==> config.mk <==
export PLATFORM = sky130hd
export DESIGN_NAME = script_token_lexer
export DESIGN_NICKNAME = d
export VERILOG_FILES = /design/src/hdl/stl_pkg.sv /design/src/hdl/script_token_lexer.sv /design/src/hdl/stl_core.sv /design/src/hdl/stl_fifo.sv
export SDC_FILE = /design/constraint.sdc
export NUM_CORES = 1
export LEC_CHECK = 0
export BUFFER_PORTS_ARGS = -buffer_cell sky130_fd_sc_hd__clkbuf_2
export CAP_MARGIN = 25
export CORE_UTILIZATION = 60
export CTS_CLUSTER_SIZE = 24
export DETAILED_ROUTE_END_ITERATION = 16
export PLACE_DENSITY = 0.77
export SYNTH_ARGS = -nofsm -noshare
export SYNTH_HDL_FRONTEND = slang
export SYNTH_SLANG_ARGS = --single-unit
==> constraint.sdc <==
create_clock -name i_clk -period 11.1 [get_ports i_clk]
set_input_delay 1.665 -clock i_clk [delete_from_list [all_inputs] [get_ports i_clk]]
set_output_delay 1.665 -clock i_clk [all_outputs]
set_load 0.02 [all_outputs]
==> src/hdl/stl_pkg.sv <==
package stl_pkg;

    localparam int MAX_TOKEN_LEN_DEF = 1024;
    localparam int POS_WIDTH_DEF     = 24;
    localparam int QUEUE_DEPTH       = 4;

    localparam logic [7:0] CH_DOT     = 8'h2E;
    localparam logic [7:0] CH_UNDER   = 8'h5F;
    localparam logic [7:0] CH_ZERO    = 8'h30;
    localparam logic [7:0] CH_NINE    = 8'h39;
    localparam logic [7:0] CH_UPPER_A = 8'h41;
    localparam logic [7:0] CH_UPPER_Z = 8'h5A;
    localparam logic [7:0] CH_LOWER_A = 8'h61;
    localparam logic [7:0] CH_LOWER_Z = 8'h7A;

    localparam logic [1:0] KIND_IDENT   = 2'd0;
    localparam logic [1:0] KIND_INT     = 2'd1;
    localparam logic [1:0] KIND_FLOAT   = 2'd2;
    localparam logic [1:0] KIND_UNKNOWN = 2'd3;

    typedef struct packed {
        logic push_a;
        logic push_b;
    } t_push;

endpackage

==> src/hdl/script_token_lexer.sv <==
// Streaming tokenizer: one script byte per item, identifiers and numbers reported as kind,
// start offset and saturating length. Bytes are taken at one per cycle while the input is not
// stalled; each passes an input register, is classified against the open token, and its
// tokens enter a four-entry result queue before they appear at the output. A byte that
// ends a number, opens an identifier and carries the end-of-text flag yields two tokens, which
// enter the queue together, number first; input stalls only while the queue holds three or more.
module script_token_lexer #(
    parameter int MAX_TOKEN_LEN = stl_pkg::MAX_TOKEN_LEN_DEF,
    parameter int POS_WIDTH     = stl_pkg::POS_WIDTH_DEF,
    localparam int LEN_WIDTH    = $clog2(MAX_TOKEN_LEN + 1)
) (
    input  logic                 i_clk,
    input  logic                 i_rst_n,
    input  logic                 i_in_valid,
    output logic                 o_in_stall,
    input  logic [7:0]           i_char_code,
    input  logic                 i_end_of_text,
    output logic                 o_out_valid,
    input  logic                 i_out_stall,
    output logic [1:0]           o_token_kind,
    output logic [POS_WIDTH-1:0] o_token_start,
    output logic [LEN_WIDTH-1:0] o_token_length,
    output logic                 o_last_of_run
);
    import stl_pkg::*;

    localparam int DATA_WIDTH = 2 + POS_WIDTH + LEN_WIDTH + 1;

    t_push                 push;
    logic                  room;
    logic [1:0]            kind_a;
    logic [POS_WIDTH-1:0]  start_a;
    logic [LEN_WIDTH-1:0]  length_a;
    logic                  last_a;
    logic [1:0]            kind_b;
    logic [POS_WIDTH-1:0]  start_b;
    logic [LEN_WIDTH-1:0]  length_b;
    logic [DATA_WIDTH-1:0] data_a;
    logic [DATA_WIDTH-1:0] data_b;
    logic [DATA_WIDTH-1:0] data_out;

    stl_core #(
        .MAX_TOKEN_LEN(MAX_TOKEN_LEN),
        .POS_WIDTH    (POS_WIDTH)
    ) u_core (
        .i_clk        (i_clk),
        .i_rst_n      (i_rst_n),
        .i_valid      (i_in_valid),
        .o_stall      (o_in_stall),
        .i_char_code  (i_char_code),
        .i_end_of_text(i_end_of_text),
        .i_room       (room),
        .o_push       (push),
        .o_kind_a     (kind_a),
        .o_start_a    (start_a),
        .o_length_a   (length_a),
        .o_last_a     (last_a),
        .o_kind_b     (kind_b),
        .o_start_b    (start_b),
        .o_length_b   (length_b)
    );

    assign data_a = {kind_a, start_a, length_a, last_a};
    assign data_b = {kind_b, start_b, length_b, 1'b1};

    stl_fifo #(
        .DATA_WIDTH(DATA_WIDTH)
    ) u_fifo (
        .i_clk   (i_clk),
        .i_rst_n (i_rst_n),
        .i_push  (push),
        .i_data_a(data_a),
        .i_data_b(data_b),
        .o_room  (room),
        .o_valid (o_out_valid),
        .i_stall (i_out_stall),
        .o_data  (data_out)
    );

    assign {o_token_kind, o_token_start, o_token_length, o_last_of_run} = data_out;

endmodule

==> src/hdl/stl_core.sv <==
module stl_core #(
    parameter int MAX_TOKEN_LEN = 1024,
    parameter int POS_WIDTH     = 24,
    localparam int LEN_WIDTH    = $clog2(MAX_TOKEN_LEN + 1)
) (
    input  logic                 i_clk,
    input  logic                 i_rst_n,
    input  logic                 i_valid,
    output logic                 o_stall,
    input  logic [7:0]           i_char_code,
    input  logic                 i_end_of_text,
    input  logic                 i_room,
    output stl_pkg::t_push       o_push,
    output logic [1:0]           o_kind_a,
    output logic [POS_WIDTH-1:0] o_start_a,
    output logic [LEN_WIDTH-1:0] o_length_a,
    output logic                 o_last_a,
    output logic [1:0]           o_kind_b,
    output logic [POS_WIDTH-1:0] o_start_b,
    output logic [LEN_WIDTH-1:0] o_length_b
);
    import stl_pkg::*;

    typedef enum logic [1:0] {
        MODE_IDLE   = 2'd0,
        MODE_IDENT  = 2'd1,
        MODE_NUMBER = 2'd2
    } t_mode;

    localparam logic [LEN_WIDTH-1:0] LEN_MAX  = LEN_WIDTH'(MAX_TOKEN_LEN);
    localparam logic [1:0]           DOTS_SAT = 2'd2;

    logic                 r_valid;
    logic [7:0]           r_char;
    logic                 r_eot;
    t_mode                r_mode;
    logic [1:0]           r_dots;
    logic [POS_WIDTH-1:0] r_start;
    logic [LEN_WIDTH-1:0] r_len;
    logic [POS_WIDTH-1:0] r_pos;

    logic                 fire;
    logic                 letter;
    logic                 digit;
    logic                 dot;
    logic                 emit_a;
    logic                 emit_b;
    logic                 taken;
    logic [LEN_WIDTH-1:0] grown;
    t_mode                n_mode;
    logic [1:0]           n_dots;
    logic [POS_WIDTH-1:0] n_start;
    logic [LEN_WIDTH-1:0] n_len;

    function automatic logic [1:0] kind_of(t_mode mode, logic [1:0] dots);
        logic [1:0] kind;
        if (mode == MODE_IDENT) begin
            kind = KIND_IDENT;
        end else if (dots == 2'd0) begin
            kind = KIND_INT;
        end else if (dots == 2'd1) begin
            kind = KIND_FLOAT;
        end else begin
            kind = KIND_UNKNOWN;
        end
        return kind;
    endfunction

    assign fire    = r_valid && i_room;
    assign o_stall = r_valid && !i_room;

    assign letter = (r_char >= CH_UPPER_A && r_char <= CH_UPPER_Z)
                 || (r_char >= CH_LOWER_A && r_char <= CH_LOWER_Z)
                 || (r_char == CH_UNDER);
    assign digit  = (r_char >= CH_ZERO) && (r_char <= CH_NINE);
    assign dot    = (r_char == CH_DOT);
    assign grown  = (r_len < LEN_MAX) ? r_len + 1'b1 : r_len;

    always_comb begin
        emit_a  = 1'b0;
        taken   = 1'b0;
        n_mode  = r_mode;
        n_dots  = r_dots;
        n_start = r_start;
        n_len   = r_len;
        unique case (r_mode)
            MODE_IDENT: begin
                if (letter || digit) begin
                    taken = 1'b1;
                    n_len = grown;
                end else begin
                    emit_a = 1'b1;
                end
            end
            MODE_NUMBER: begin
                if (digit || dot) begin
                    taken = 1'b1;
                    n_len = grown;
                    if (dot && r_dots != DOTS_SAT) begin
                        n_dots = r_dots + 2'd1;
                    end
                end else begin
                    emit_a = 1'b1;
                end
            end
            default: begin
            end
        endcase
        if (!taken) begin
            n_dots  = 2'd0;
            n_start = r_pos;
            n_len   = LEN_WIDTH'(1);
            if (letter) begin
                n_mode = MODE_IDENT;
            end else if (digit) begin
                n_mode = MODE_NUMBER;
            end else begin
                n_mode  = MODE_IDLE;
                n_start = r_start;
                n_len   = '0;
            end
        end
        emit_b = r_eot && (n_mode != MODE_IDLE);
    end

    // Token closed by this byte goes first, the one flushed at end of text second.
    assign o_push.push_a = fire && (emit_a || emit_b);
    assign o_push.push_b = fire && emit_a && emit_b;
    assign o_kind_a      = emit_a ? kind_of(r_mode, r_dots) : kind_of(n_mode, n_dots);
    assign o_start_a     = emit_a ? r_start : n_start;
    assign o_length_a    = emit_a ? r_len : n_len;
    assign o_last_a      = !(emit_a && emit_b);
    assign o_kind_b      = kind_of(n_mode, n_dots);
    assign o_start_b     = n_start;
    assign o_length_b    = n_len;

    always_ff @(posedge i_clk) begin
        if (!i_rst_n) begin
            r_valid <= 1'b0;
            r_char  <= '0;
            r_eot   <= 1'b0;
            r_mode  <= MODE_IDLE;
            r_dots  <= '0;
            r_start <= '0;
            r_len   <= '0;
            r_pos   <= '0;
        end else begin
            if (!r_valid || fire) begin
                r_valid <= i_valid;
                r_char  <= i_char_code;
                r_eot   <= i_end_of_text;
            end
            if (fire) begin
                if (r_eot) begin
                    r_mode  <= MODE_IDLE;
                    r_dots  <= '0;
                    r_start <= '0;
                    r_len   <= '0;
                    r_pos   <= '0;
                end else begin
                    r_mode  <= n_mode;
                    r_dots  <= n_dots;
                    r_start <= n_start;
                    r_len   <= n_len;
                    r_pos   <= r_pos + 1'b1;
                end
            end
        end
    end

endmodule

==> src/hdl/stl_fifo.sv <==
module stl_fifo #(
    parameter int DATA_WIDTH = 38
) (
    input  logic                  i_clk,
    input  logic                  i_rst_n,
    input  stl_pkg::t_push        i_push,
    input  logic [DATA_WIDTH-1:0] i_data_a,
    input  logic [DATA_WIDTH-1:0] i_data_b,
    output logic                  o_room,
    output logic                  o_valid,
    input  logic                  i_stall,
    output logic [DATA_WIDTH-1:0] o_data
);
    import stl_pkg::*;

    localparam int PTR_WIDTH = $clog2(QUEUE_DEPTH);
    localparam int CNT_WIDTH = $clog2(QUEUE_DEPTH + 1);

    logic [DATA_WIDTH-1:0] r_mem [QUEUE_DEPTH];
    logic [PTR_WIDTH-1:0]  r_wr_ptr;
    logic [PTR_WIDTH-1:0]  r_rd_ptr;
    logic [CNT_WIDTH-1:0]  r_count;
    logic [CNT_WIDTH-1:0]  n_count;
    logic                  pop;

    assign o_valid = (r_count != '0);
    assign o_data  = r_mem[r_rd_ptr];
    assign o_room  = (r_count <= CNT_WIDTH'(QUEUE_DEPTH - 2));
    assign pop     = o_valid && !i_stall;
    assign n_count = r_count + CNT_WIDTH'(i_push.push_a) + CNT_WIDTH'(i_push.push_b)
                   - CNT_WIDTH'(pop);

    always_ff @(posedge i_clk) begin
        if (i_push.push_a) begin
            r_mem[r_wr_ptr] <= i_data_a;
        end
        if (i_push.push_b) begin
            r_mem[r_wr_ptr + 1'b1] <= i_data_b;
        end
    end

    always_ff @(posedge i_clk) begin
        if (!i_rst_n) begin
            r_wr_ptr <= '0;
            r_rd_ptr <= '0;
            r_count  <= '0;
        end else begin
            r_wr_ptr <= r_wr_ptr + PTR_WIDTH'(i_push.push_a) + PTR_WIDTH'(i_push.push_b);
            r_rd_ptr <= r_rd_ptr + PTR_WIDTH'(pop);
            r_count  <= n_count;
        end
    end

endmodule

# After elaboration in Yosys (flattened, before gate mapping)
# Memory sizes are Yosys's and may differ from the RTL's. A register that Yosys moved wholly into a read port is not among the register bits.
# Index checks and enable logic that the tools add are counted.
# totals
ram_bits,152
ff_bits,80
in_bits,13
memories,1
# op_classes
n_reduce_logical,26
mux,42
n_eq_ne,8
order_cmp,8
n_addsub,10
# memory_table
name,depth,word_bits,read_ports,rd_clocked_by_memory_dff,wr,line,rtl
u_fifo.r_mem,4,38,1,1,2,stl_fifo.sv:19,logic [DATA_WIDTH-1:0] r_mem [QUEUE_DEPTH];
# op_table
cell,n
24-bit 2-to-1 mux,6
11-bit 2-to-1 mux,7
2-bit 2-to-1 mux,15
"24-bit by 1-bit adder with 24-bit output, second input constant",1
11-bit one-hot mux with 2 select lines,1
"8-bit by 7-bit >= comparator with 1-bit output, second input constant",2
"8-bit by 7-bit <= comparator with 1-bit output, second input constant",2
1-bit logical AND,12
"11-bit by 1-bit adder with 11-bit output, second input constant",1
"11-bit < comparator, second input constant",1
1-bit 2-to-1 mux,11
"2-bit by 1-bit == test with 1-bit output, second input constant",4
"8-bit by 6-bit == test with 1-bit output, second input constant",1
"8-bit by 7-bit == test with 1-bit output, second input constant",1
"8-bit by 6-bit >= comparator with 1-bit output, second input constant",1
"8-bit by 6-bit <= comparator with 1-bit output, second input constant",1
2-bit by 1-bit adder with 2-bit output,3
3-bit by 1-bit adder with 3-bit output,2
1-bit logical OR,6
"2-bit by 1-bit adder with 2-bit output, second input constant",2
1-bit zero test,4
2-bit zero test,2
1-bit one-hot mux with 2 select lines,2
"3-bit by 2-bit <= comparator with 1-bit output, second input constant",1
other kinds (5),5

# Longest topological paths before layout
# Gate-level depths: netlist of the first run.
# depth
word_depth,15
depth_mapped,16
ltp_nobuf,13

# Cells and area by module
# A second synthesis of the first run with hierarchy kept.
# hier_totals
hier_cells,1023
hier_area_um2,12753.5
# modules_own_cells
mod,area_each_um2,cells_per_inst,instances,seq_area_each_um2
stl_fifo,7778.7,409,1,4704.5
stl_core,4971.0,613,1,1461.4
script_token_lexer,3.8,1,1,0.0

# Worst setup path after synthesis of the first run
# Ideal clock, no wire load.
# synth_path
kind,register to output
startpoint,"reg, netlist name u_fifo.r_rd_ptr[0]"
endpoint,out o_token_start[0]
arrival_time_ns,2.027
stages_incl_launch_ff,4
path_slack_ns,7.408
path_cell_list,dfxtp_1 > clkbuf_1 > buf_1 > mux4_2
# synth_lines
item,line,rtl
end: declaration,script_token_lexer.sv:21,"output logic [POS_WIDTH-1:0] o_token_start,"

==> results of run 1 <==
==> layout by cell type, fill, tap and decap left out, drive strengths merged, types with 7 or more instances in the layout <==
cell type / Yosys / layout
a211oi: 7 / 7
a21oi: 47 / 47
a22o: 26 / 26
a22oi: 65 / 65
a32o: 40 / 40
a32oi: 14 / 14
and2: 9 / 9
and3: 13 / 13
buf: 33 / 21
clkbuf: 66 / 81
clkinv: 1 / 11
dfxtp: 84 / 84
edfxtp: 148 / 148
ha: 10 / 10
inv: 27 / 27
mux2i: 12 / 12
mux4: 38 / 38
nand2: 119 / 119
nand3: 24 / 24
nand4: 13 / 13
nor2: 96 / 96
nor3: 10 / 10
nor3b: 15 / 15
o211ai: 7 / 7
o21ai: 59 / 59
o22ai: 27 / 27
or3: 8 / 8
xor2: 17 / 17
==> power breakdown <==
part / internal [W] / switching, W / leakage [nW] / total [W]
Sequential: 0.000923 / 0.0000241 / 1.79 / 0.000947
Clock: 0.000422 / 0.000338 / 0.344 / 0.000760
Combinational: 0.000124 / 0.000207 / 1.84 / 0.000331
==> flip-flops by register name, indices dropped and copies added (netlist names) <==
signal / count
u_core.r_eot: 1
u_fifo.r_count: 3
u_core.r_char: 8
u_core.r_pos: 24
u_fifo.r_wr_ptr: 2
u_fifo.r_rd_ptr: 2
u_core.r_len: 11
u_fifo.r_mem: 152
u_core.r_dots: 2
u_core.r_mode: 2
u_core.r_valid: 1
u_core.r_start: 24
==> Yosys cell counts, types with 20 or more instances <==
cell type,number,share of area
a32o_2,20,0.019
edfxtp_1,148,0.37
nor2_1,95,0.029
nand2_1,116,0.036
nand3_1,22,0.0091
o22ai_1,27,0.014
a21oi_1,45,0.019
inv_1,26,0.0080
a32o_1,20,0.016
o21ai_0,51,0.021
dfxtp_1,84,0.14
a22oi_1,64,0.040
mux4_2,38,0.070
a22o_1,26,0.019
clkbuf_1,66,0.020
==> worst paths after layout <==
| kind | depth (start not counted) | start | end |
|---|---|---|---|
| worst max-delay path | 9 | u_fifo.r_count[1]$_SDFF_PN0_ | u_fifo.r_mem[1][11]$_DFFE_PP_ |
| worst min-delay path | 1 | u_fifo.r_mem[1][0]$_SDFFE_PP1P_ | u_fifo.r_mem[1][0]$_SDFFE_PP1P_ |
| worst max register to register | 9 | u_fifo.r_count[1]$_SDFF_PN0_ | u_fifo.r_mem[1][11]$_DFFE_PP_ |
| worst min register to register | 1 | u_fifo.r_mem[1][0]$_SDFFE_PP1P_ | u_fifo.r_mem[1][0]$_SDFFE_PP1P_ |
==> worst max-delay path, cell delays in order, from the launching register on <==
cell     delay (ns)
dfxtp_1        0.35
nor3b_1        0.54
o21a_1         0.70
nand2_1        0.21
a21oi_4        0.73
a21o_1         0.29
nor2_1         0.06
buf_4          0.22
inv_1          0.53
buf_4          0.45
==> layer usage <==
layer	up-vias	GRT usage	wire, um
li1	4308	-	-
met1	4632	0.4689	13310
met5	-	0	0
met4	0	0.09861	714
met3	77	0.06358	4266
met2	685	0.4858	14550
==> layout make-up <==
type / count / area share
Clock inverter: 15 / 0.008537
Inverter: 28 / 0.007881
Multi-Input combinational cell: 761 / 0.4169
Sequential cell: 232 / 0.4595
Tap cell: 265 / 0.02486
Clock buffer: 29 / 0.04644
Timing Repair Buffer: 73 / 0.03584
==> through the flow <==
step	std cells	hold slack [ns]	setup WS, ns	power [W]	utilization
finish	1403	0.4666	6.617	0.002038	0.6786
global route	1403	0.4802	6.406	0.002103	0.6786
CTS	1402	0.4671	6.668	0.002037	0.6772
detailed placement	1358	0.4530	6.747	0.001291	0.6399
global placement	1354	0.4456	6.869	0.001281	0.6363
floorplan	1120	0.4208	7.408	0.001194	-
==> logic make-up (layout without fill, tap and decap cells) <==
family / Yosys count / after routing / synth area share
adders and majority gates: 13 / 13 / 0.01523
AOI/OAI and AO/OA: 338 / 338 / 0.2063
xor gates and xnor gates: 23 / 23 / 0.01657
muxes: 50 / 50 / 0.08028
buffers and inverters: 127 / 145 / 0.04415
DFF: 232 / 232 / 0.5039
and+or+nand+nor: 337 / 337 / 0.1336
==> results.json, run 1 <==
{
  "synth_top_flop_cell": "edfxtp_1",
  "ys_types": 79,
  "fillers": 1509,
  "first_pass_iters": 7,
  "critPathLaunchType": "register",
  "synth_fp_nets": 1146,
  "htreeDepth": 1,
  "portBuffers": 52,
  "status": "complete, no violations",
  "slew_viol_final": 0,
  "cts_tree": "done",
  "dpl_cell_area_um2": 12580,
  "fin_crit_ns": 4.483,
  "hold_path.class": "reg2reg",
  "clockBufferDepth": 3,
  "area_growth_pct": 9.705,
  "synth_edf_count": 148,
  "cts_setup_buffers": 0,
  "start_util": 0.6185,
  "hold_viol": 0,
  "finClkSkew_ns": 0.01048,
  "final_layout_size_suffix_gt1_frac": 0.1775,
  "synthArstFlopShare": 0,
  "path_clk_slew_ns": 0.06,
  "fmax_mhz": 223.0,
  "rows": 51,
  "syn_inst": 1120,
  "dp_hpwl_mm": 20.88,
  "grt_usage": 0.3222,
  "die_area_um2": 20830,
  "cts.hold.buffers_added": 0,
  "numCtsBuffers": 24,
  "finalWirelength_mm": 32.84,
  "worst-path-max-fanout": 28,
  "drt_iter0_drc": 1372,
  "antenna_left": 0,
  "finalSetupTns_ns": 0,
  "vias": 9702,
  "die_w_um": 144.3,
  "relSlewSlack": 0.2977,
  "grt-ovfl-total": 0,
  "coreArea_um2": 19650,
  "wl_per_cell_um": 23.40,
  "ctsResizeCount": 0,
  "setup_viol": 0,
  "antenna_cells": 0,
  "syn_area_um2": 12160,
  "yosysSeqAreaShare": 0.5039,
  "worst_pin_slew_ns": 1.052,
  "regArea_um2": 6128,
  "die_h_um": 144.3,
  "gp_congestion": 0.9259,
  "cp.arrival_ns": 4.68,
  "ios": 53,
  "rrSetupSlack_ns": 6.62,
  "ir_drop_mv": 0.1859,
  "nets": 1146,
  "clock-sinks": 232,
  "final_area_um2": 13340,
  "ys_ff_latch": 232,
  "critPathKind": "reg2reg",
  "drv_cap": 0,
  "critPathRequiredTime_ns": 11.29,
  "syn_avg_cell_area_um2": 10.85,
  "cts-root-buf": "clkbuf_16",
  "grt_pass1_wl_mm": 50.84,
  "yosysWarnings": 0,
  "p_leak_nw": 3.973,
  "antenna_found_initial": 0,
  "end_kind": "register",
  "grt_pass1_vias": 8996,
  "power_density_nw_per_um2": 152.8,
  "fin_crit_sh": 0.4039,
  "multi_input_area_um2": 5560,
  "grt_setup_unrepaired": "false",
  "worstSkewPairLatency_ns": 0.53,
  "grt_start_max_net_pins": 48,
  "viasPerCell": 6.915,
  "drc": 0
}
Note: power is estimated with default switching activity, not from simulation.
==> run 2: changes to the inputs <==
--- a/config.mk
+++ b/config.mk
@@ -5,12 +5,13 @@
 export SDC_FILE = /design/constraint.sdc
 export NUM_CORES = 1
 export LEC_CHECK = 0
+export ABC_AREA = 1
 export BUFFER_PORTS_ARGS = -buffer_cell sky130_fd_sc_hd__clkbuf_2
 export CAP_MARGIN = 25
-export CORE_UTILIZATION = 60
+export CORE_UTILIZATION = 56
 export CTS_CLUSTER_SIZE = 24
 export DETAILED_ROUTE_END_ITERATION = 16
-export PLACE_DENSITY = 0.77
+export PLACE_DENSITY = 0.75
 export SYNTH_ARGS = -nofsm -noshare
 export SYNTH_HDL_FRONTEND = slang
 export SYNTH_SLANG_ARGS = --single-unit
==> constraint.sdc (replaced) <==
create_clock -name i_clk -period 3.6 [get_ports i_clk]
set_input_delay 0.54 -clock i_clk [delete_from_list [all_inputs] [get_ports i_clk]]
set_output_delay 0.54 -clock i_clk [all_outputs]
set_load 0.02 [all_outputs]
==> results.json, run 2 <==
{
  "synthArstFlopShare": 0,
  "cts.hold.buffers_added": 0,
  "ys_top_cells_by_count": "452 x nand2_1, 161 x o21ai_0, 148 x edfxtp_1",
  "dpl_cell_area_um2": 12500,
  "hold_path.class": "in2reg",
  "area_growth_pct": 9.870,
  "status": "complete, no violations",
  "cp.arrival_ns": 3.61,
  "fillers": 1819,
  "rows": 53,
  "fin_crit_ns": 3.223,
  "top_register": "u_fifo.r_mem",
  "cts_tree": "done",
  "final_layout_size_suffix_gt1_frac": 0.1034,
  "worst-path-max-fanout": 10,
  "die_w_um": 149.0,
  "yosys.area.top_type_share": 0.3671,
  "mostFrequentLayoutCells": "451 x nand2_1, 161 x o21ai_0, 148 x edfxtp_1",
  "numCtsBuffers": 25,
  "setup_viol": 0,
  "ys_top_cells_by_area": "edfxtp_1 37%, nand2_1 14%, dfxtp_1 14%",
  "viasPerCell": 5.748,
  "first_pass_iters": 5,
  "slew_viol_final": 0,
  "wl_per_cell_um": 17.40,
  "worst_slack_ns": 0.3765,
  "cts-root-buf": "clkbuf_16",
  "die_h_um": 149.0,
  "ys_types": 46,
  "synth_fp_nets": 1533,
  "end_kind": "register",
  "grt_pass1_wl_mm": 49.94,
  "largest_reg_flops": 152,
  "antenna_left": 0,
  "yosysWarnings": 0,
  "grt_setup_unrepaired": "false",
  "critPathRequiredTime_ns": 3.99,
  "nets": 1555,
  "finalWirelength_mm": 31.70,
  "grt_start_max_net_pins": 78,
  "path_clk_slew_ns": 0.06,
  "antenna_cells": 0,
  "worst_pin_slew_ns": 0.9195,
  "drt_iter0_drc": 1039,
  "grt-ovfl-total": 0,
  "ios": 53,
  "power_density_nw_per_um2": 536.2,
  "layout_commonest_cell": "nand2_1",
  "synth_edf_count": 148,
  "yosysTopAreaCell": "edfxtp_1",
  "final_area_um2": 13300,
  "finalSetupTns_ns": 0,
  "grt_pass1_vias": 9688,
  "synth_most_common_cell": "nand2_1",
  "hold_viol": 0,
  "die_area_um2": 22210,
  "cts_setup_buffers": 0,
  "relSlewSlack": 0.3863,
  "worstSkewPairLatency_ns": 0.52,
  "gp_congestion": 0.8869,
  "critPathLaunchType": "register",
  "clockBufferDepth": 3,
  "yosysSeqAreaShare": 0.5060,
  "finClkSkew_ns": 0.01586,
  "ir_drop_mv": 0.4018,
  "grt_usage": 0.2894,
  "rrSetupSlack_ns": 0.38,
  "antenna_found_initial": 0,
  "ctsResizeCount": 0,
  "clock-sinks": 232,
  "dp_slack_ns": 0.3990,
  "largestRegisters": "u_fifo.r_mem: 152 flops, u_core.r_pos: 24 flops, u_core.r_start: 24 flops",
  "fin_util": 0.6308,
  "vias": 10470,
  "drv_cap": 0,
  "htreeDepth": 1,
  "ys_ff_latch": 232,
  "dp_hpwl_mm": 19.34,
  "synth_top_flop_cell": "edfxtp_1",
  "critPathKind": "reg2reg",
  "portBuffers": 52,
  "start_util": 0.5741,
  "fin_crit_sh": 0.8954,
  "syn_avg_cell_area_um2": 8.034,
  "syn_area_um2": 12110,
  "drc": 0,
  "fmax_mhz": 310.2,
  "coreArea_um2": 21090,
  "p_leak_nw": 5.147,
  "syn_inst": 1507
}
-- run 2: worst max-delay path: stages, from the launching register on --
cell and delay (ns):
dfxtp_1 0.40, nand2_1 0.07, nor3_1 0.13, nand3_1 0.15, nand2_1 0.17, nand2_2 0.08, nand2_4 0.12, nand2_4 0.11
nand2_2 0.10, nand2_2 0.07, nand2_4 0.09, nand2_4 0.06, nand2_8 0.10, nand2_1 0.11, ha_1 0.31, inv_1 0.04
fa_1 0.37, fa_1 0.38, xor2_1 0.16, nor2_1 0.05
-- run 2: cells by family after synthesis --
logic type | share of synthesized area
flops | 0.5060
buf+inv | 0.07989
xor+xnor | 0.006511
fa+ha+maj | 0.01530
compound gates | 0.1685
simple gates | 0.2239
-- run 2: where the power goes --
part | total, W | switching [W] | internal, W
Clock | 0.00249 | 0.00103 | 0.00146
Sequential | 0.00293 | 0.0000548 | 0.00287
Combinational | 0.00172 | 0.00127 | 0.000442
-- run 2: cell type report --
class	instances	area (um2)	area share
Multi-Input combinational cell	1061	5019	0.3773
Clock inverter	12	88.84	0.006679
Clock buffer	33	708.2	0.05324
Sequential cell	232	6127	0.4606
Tap cell	275	344.1	0.02587
Timing Repair Buffer	75	495.5	0.03725
Inverter	134	519.2	0.03904
-- run 2: worst paths after layout --
| check | to | from | depth (start not counted) |
|---|---|---|---|
| worst max-delay path | u_fifo.r_count[2]$_SDFF_PN0_ | u_core.r_char[5]$_SDFFE_PN0P_ | 19 |
| worst min-delay path | u_core.r_valid$_SDFFE_PN0P_ | i_in_valid | 2 |
| worst max register to register | u_fifo.r_count[2]$_SDFF_PN0_ | u_core.r_char[5]$_SDFFE_PN0P_ | 19 |
| worst min register to register | u_fifo.r_mem[1][0]$_SDFFE_PP1P_ | u_fifo.r_mem[1][0]$_SDFFE_PP1P_ | 2 |
-- run 2: metrics by stage --
stage,total power (W),hold slack [ns],std cells
6_report,0.007132,0.2307,1822
5_1_grt,0.007446,0.2384,1822
4_1_cts,0.007142,0.2195,1822
3_5_place_dp,0.004677,0.4562,1777
3_3_place_gp,0.004642,0.4490,1777
2_1_floorplan,0.004165,0.4349,1507
-- run 2: layer usage --
metal  wire length, um  track usage  part of all wire
met5                 0            0                 0
met4               924       0.1168             0.029
met3              2737      0.03884             0.086
met2             14990       0.4753              0.47
met1             13050       0.3869              0.41
==> run 3: changes to the inputs <==
--- a/config.mk
+++ b/config.mk
@@ -5,7 +5,6 @@
 export SDC_FILE = /design/constraint.sdc
 export NUM_CORES = 1
 export LEC_CHECK = 0
-export ABC_AREA = 1
 export BUFFER_PORTS_ARGS = -buffer_cell sky130_fd_sc_hd__clkbuf_2
 export CAP_MARGIN = 25
 export CORE_UTILIZATION = 56
==> results.json, run 3 (synthesis results as in run 1) <==
{
  "status": "complete, no violations",
  "antenna_found_initial": 0,
  "hold_path.class": "in2reg",
  "vias": 9842,
  "fmax_mhz": 299.7,
  "nets": 1169,
  "die_area_um2": 22300,
  "antenna_left": 0,
  "finClkSkew_ns": 0.02424,
  "coreArea_um2": 21150,
  "ios": 53,
  "dp_hpwl_mm": 20.81,
  "hold_slack_ns": 0.2303,
  "die_h_um": 149.3,
  "drt_iter0_drc": 1234,
  "ir_drop_mv": 0.4847,
  "grt-ovfl-total": 0,
  "fin_crit_ns": 3.337,
  "clockBufferDepth": 3,
  "largest_reg_flops": 152,
  "grt_setup_unrepaired": "false",
  "start_util": 0.5747,
  "top_register": "u_fifo.r_mem",
  "path_clk_slew_ns": 0.06,
  "grt_start_max_net_pins": 62,
  "grt_pass1_vias": 9369,
  "slew_viol_final": 0,
  "slowest_stage": "dfxtp_1",
  "drc": 0,
  "grt_pass1_wl_mm": 51.85,
  "finalWirelength_mm": 33.01,
  "numCtsBuffers": 25,
  "ctsResizeCount": 0,
  "worst_pin_slew_ns": 1.017,
  "clock-sinks": 232,
  "worstSkewPairLatency_ns": 0.54,
  "power_density_nw_per_um2": 483.1,
  "wl_per_cell_um": 22.97,
  "cts-root-buf": "clkbuf_16",
  "critPathKind": "reg2reg",
  "area_growth_pct": 12.22,
  "cts.hold.buffers_added": 0,
  "fin_crit_sh": 0.9268,
  "rows": 53,
  "die_w_um": 149.3,
  "setup_viol": 0,
  "cts_setup_buffers": 0,
  "htreeDepth": 1,
  "cp.arrival_ns": 3.75,
  "first_pass_iters": 6,
  "hold_viol": 0,
  "worst-path-max-fanout": 6,
  "grt_usage": 0.3024,
  "end_kind": "register",
  "critPathRequiredTime_ns": 4.01,
  "final_layout_size_suffix_gt1_frac": 0.1988,
  "cts_tree": "done",
  "gp_congestion": 0.9446,
  "mostFrequentLayoutCells": "148 x edfxtp_1, 115 x nand2_1, 95 x nor2_1",
  "crit_chain": "inv_1 -> ha_1 -> or3_1 -> or2_2 -> o22ai_1 -> a211oi_1 -> o21ai_0 -> ha_1 -> inv_1 -> fa_1 -> fa_1 -> xor2_1 -> nor2_1",
  "viasPerCell": 6.849,
  "relSlewSlack": 0.3188,
  "finalSetupTns_ns": 0,
  "critPathLaunchType": "register",
  "portBuffers": 52,
  "layout_commonest_cell": "edfxtp_1",
  "antenna_cells": 0,
  "largestRegisters": "u_fifo.r_mem: 152 flops, u_core.r_pos: 24 flops, u_core.r_start: 24 flops",
  "drv_cap": 0,
  "slowest_delay_ns": 0.41,
  "p_leak_nw": 4.176
}
==> run 3: changes by cell type in the layout (fill, tap and decap cells not counted), sizes merged, moves of 13 or more <==
cell,previous run,this run
o22ai,42,27
a32oi,0,14
mux4,0,38
a22o,0,26
a21oi,73,47
a32o,0,40
a22oi,0,65
nor2,130,96
o21ai,265,59
and3,0,13
nor3b,1,15
inv,134,32
buf,23,43
nand2,469,119
==> run 3: critical path, delay by kind of cell (launching register included) <==
| family | cells | cell delay, ns |
|---|---|---|
| AO/OA/AOI/OAI | 3 | 0.59 |
| XOR/XNOR | 1 | 0.17 |
| flip-flops | 1 | 0.41 |
| AND/OR/NAND/NOR | 3 | 0.67 |
| adder cells (fa/ha/maj) | 4 | 1.26 |
| buffers and inverters | 2 | 0.12 |
==> run 3: layout make-up <==
type | count | area (um2)
fillers | 1586 | 7512
flip-flops and latches | 232 | 6128
clock inverters | 12 | 87.58
well taps | 275 | 344.1
multi-input cells | 761 | 5553
repair buffers | 95 | 658.1
clock buffers | 34 | 765.7
inverters | 28 | 105.1
==> run 3: routing by layer <==
metal	wire [um]	share of wire	track usage	vias up
met5	0	0	0	-
met3	3459	0.10	0.04679	64
li1	-	-	-	4385
met2	15120	0.46	0.4667	598
met1	13770	0.42	0.4388	4795
met4	659	0.020	0.09133	0
==> run 3: final timing paths <==
check / slack (ns) / start / depth (start not counted) / end
worst max-delay path: 0.26 / u_core.r_mode[0]$_SDFFE_PN0P_ / 13 / u_fifo.r_count[2]$_SDFF_PN0_
worst min-delay path: 0.23 / i_in_valid / 3 / u_core.r_valid$_SDFFE_PN0P_
worst max register to register: 0.26 / u_core.r_mode[0]$_SDFFE_PN0P_ / 13 / u_fifo.r_count[2]$_SDFF_PN0_
worst min register to register: 0.47 / u_fifo.r_mem[1][0]$_SDFFE_PP1P_ / 1 / u_fifo.r_mem[1][0]$_SDFFE_PP1P_
==> run 3: per-stage QoR <==
step	util	power (W)	cells	worst slack (ns)	area [um2]
finish	0.6449	0.006590	1437	0.2634	13640
global route	0.6449	0.006801	1437	0.01540	13640
CTS	0.6439	0.006615	1436	0.2051	13620
detailed placement	0.6036	0.004031	1390	0.2192	12770
global placement	0.6036	0.004010	1390	0.3251	12770
floorplan	-	0.003687	1120	0.08251	12160
==> run 3: power breakdown <==
group / total, W / switching, W / leakage [nW] / internal [W]
Sequential: 0.00295 / 0.000106 / 1.80 / 0.00285
Combinational: 0.00102 / 0.000619 / 1.95 / 0.000405
Clock: 0.00261 / 0.00110 / 0.425 / 0.00151
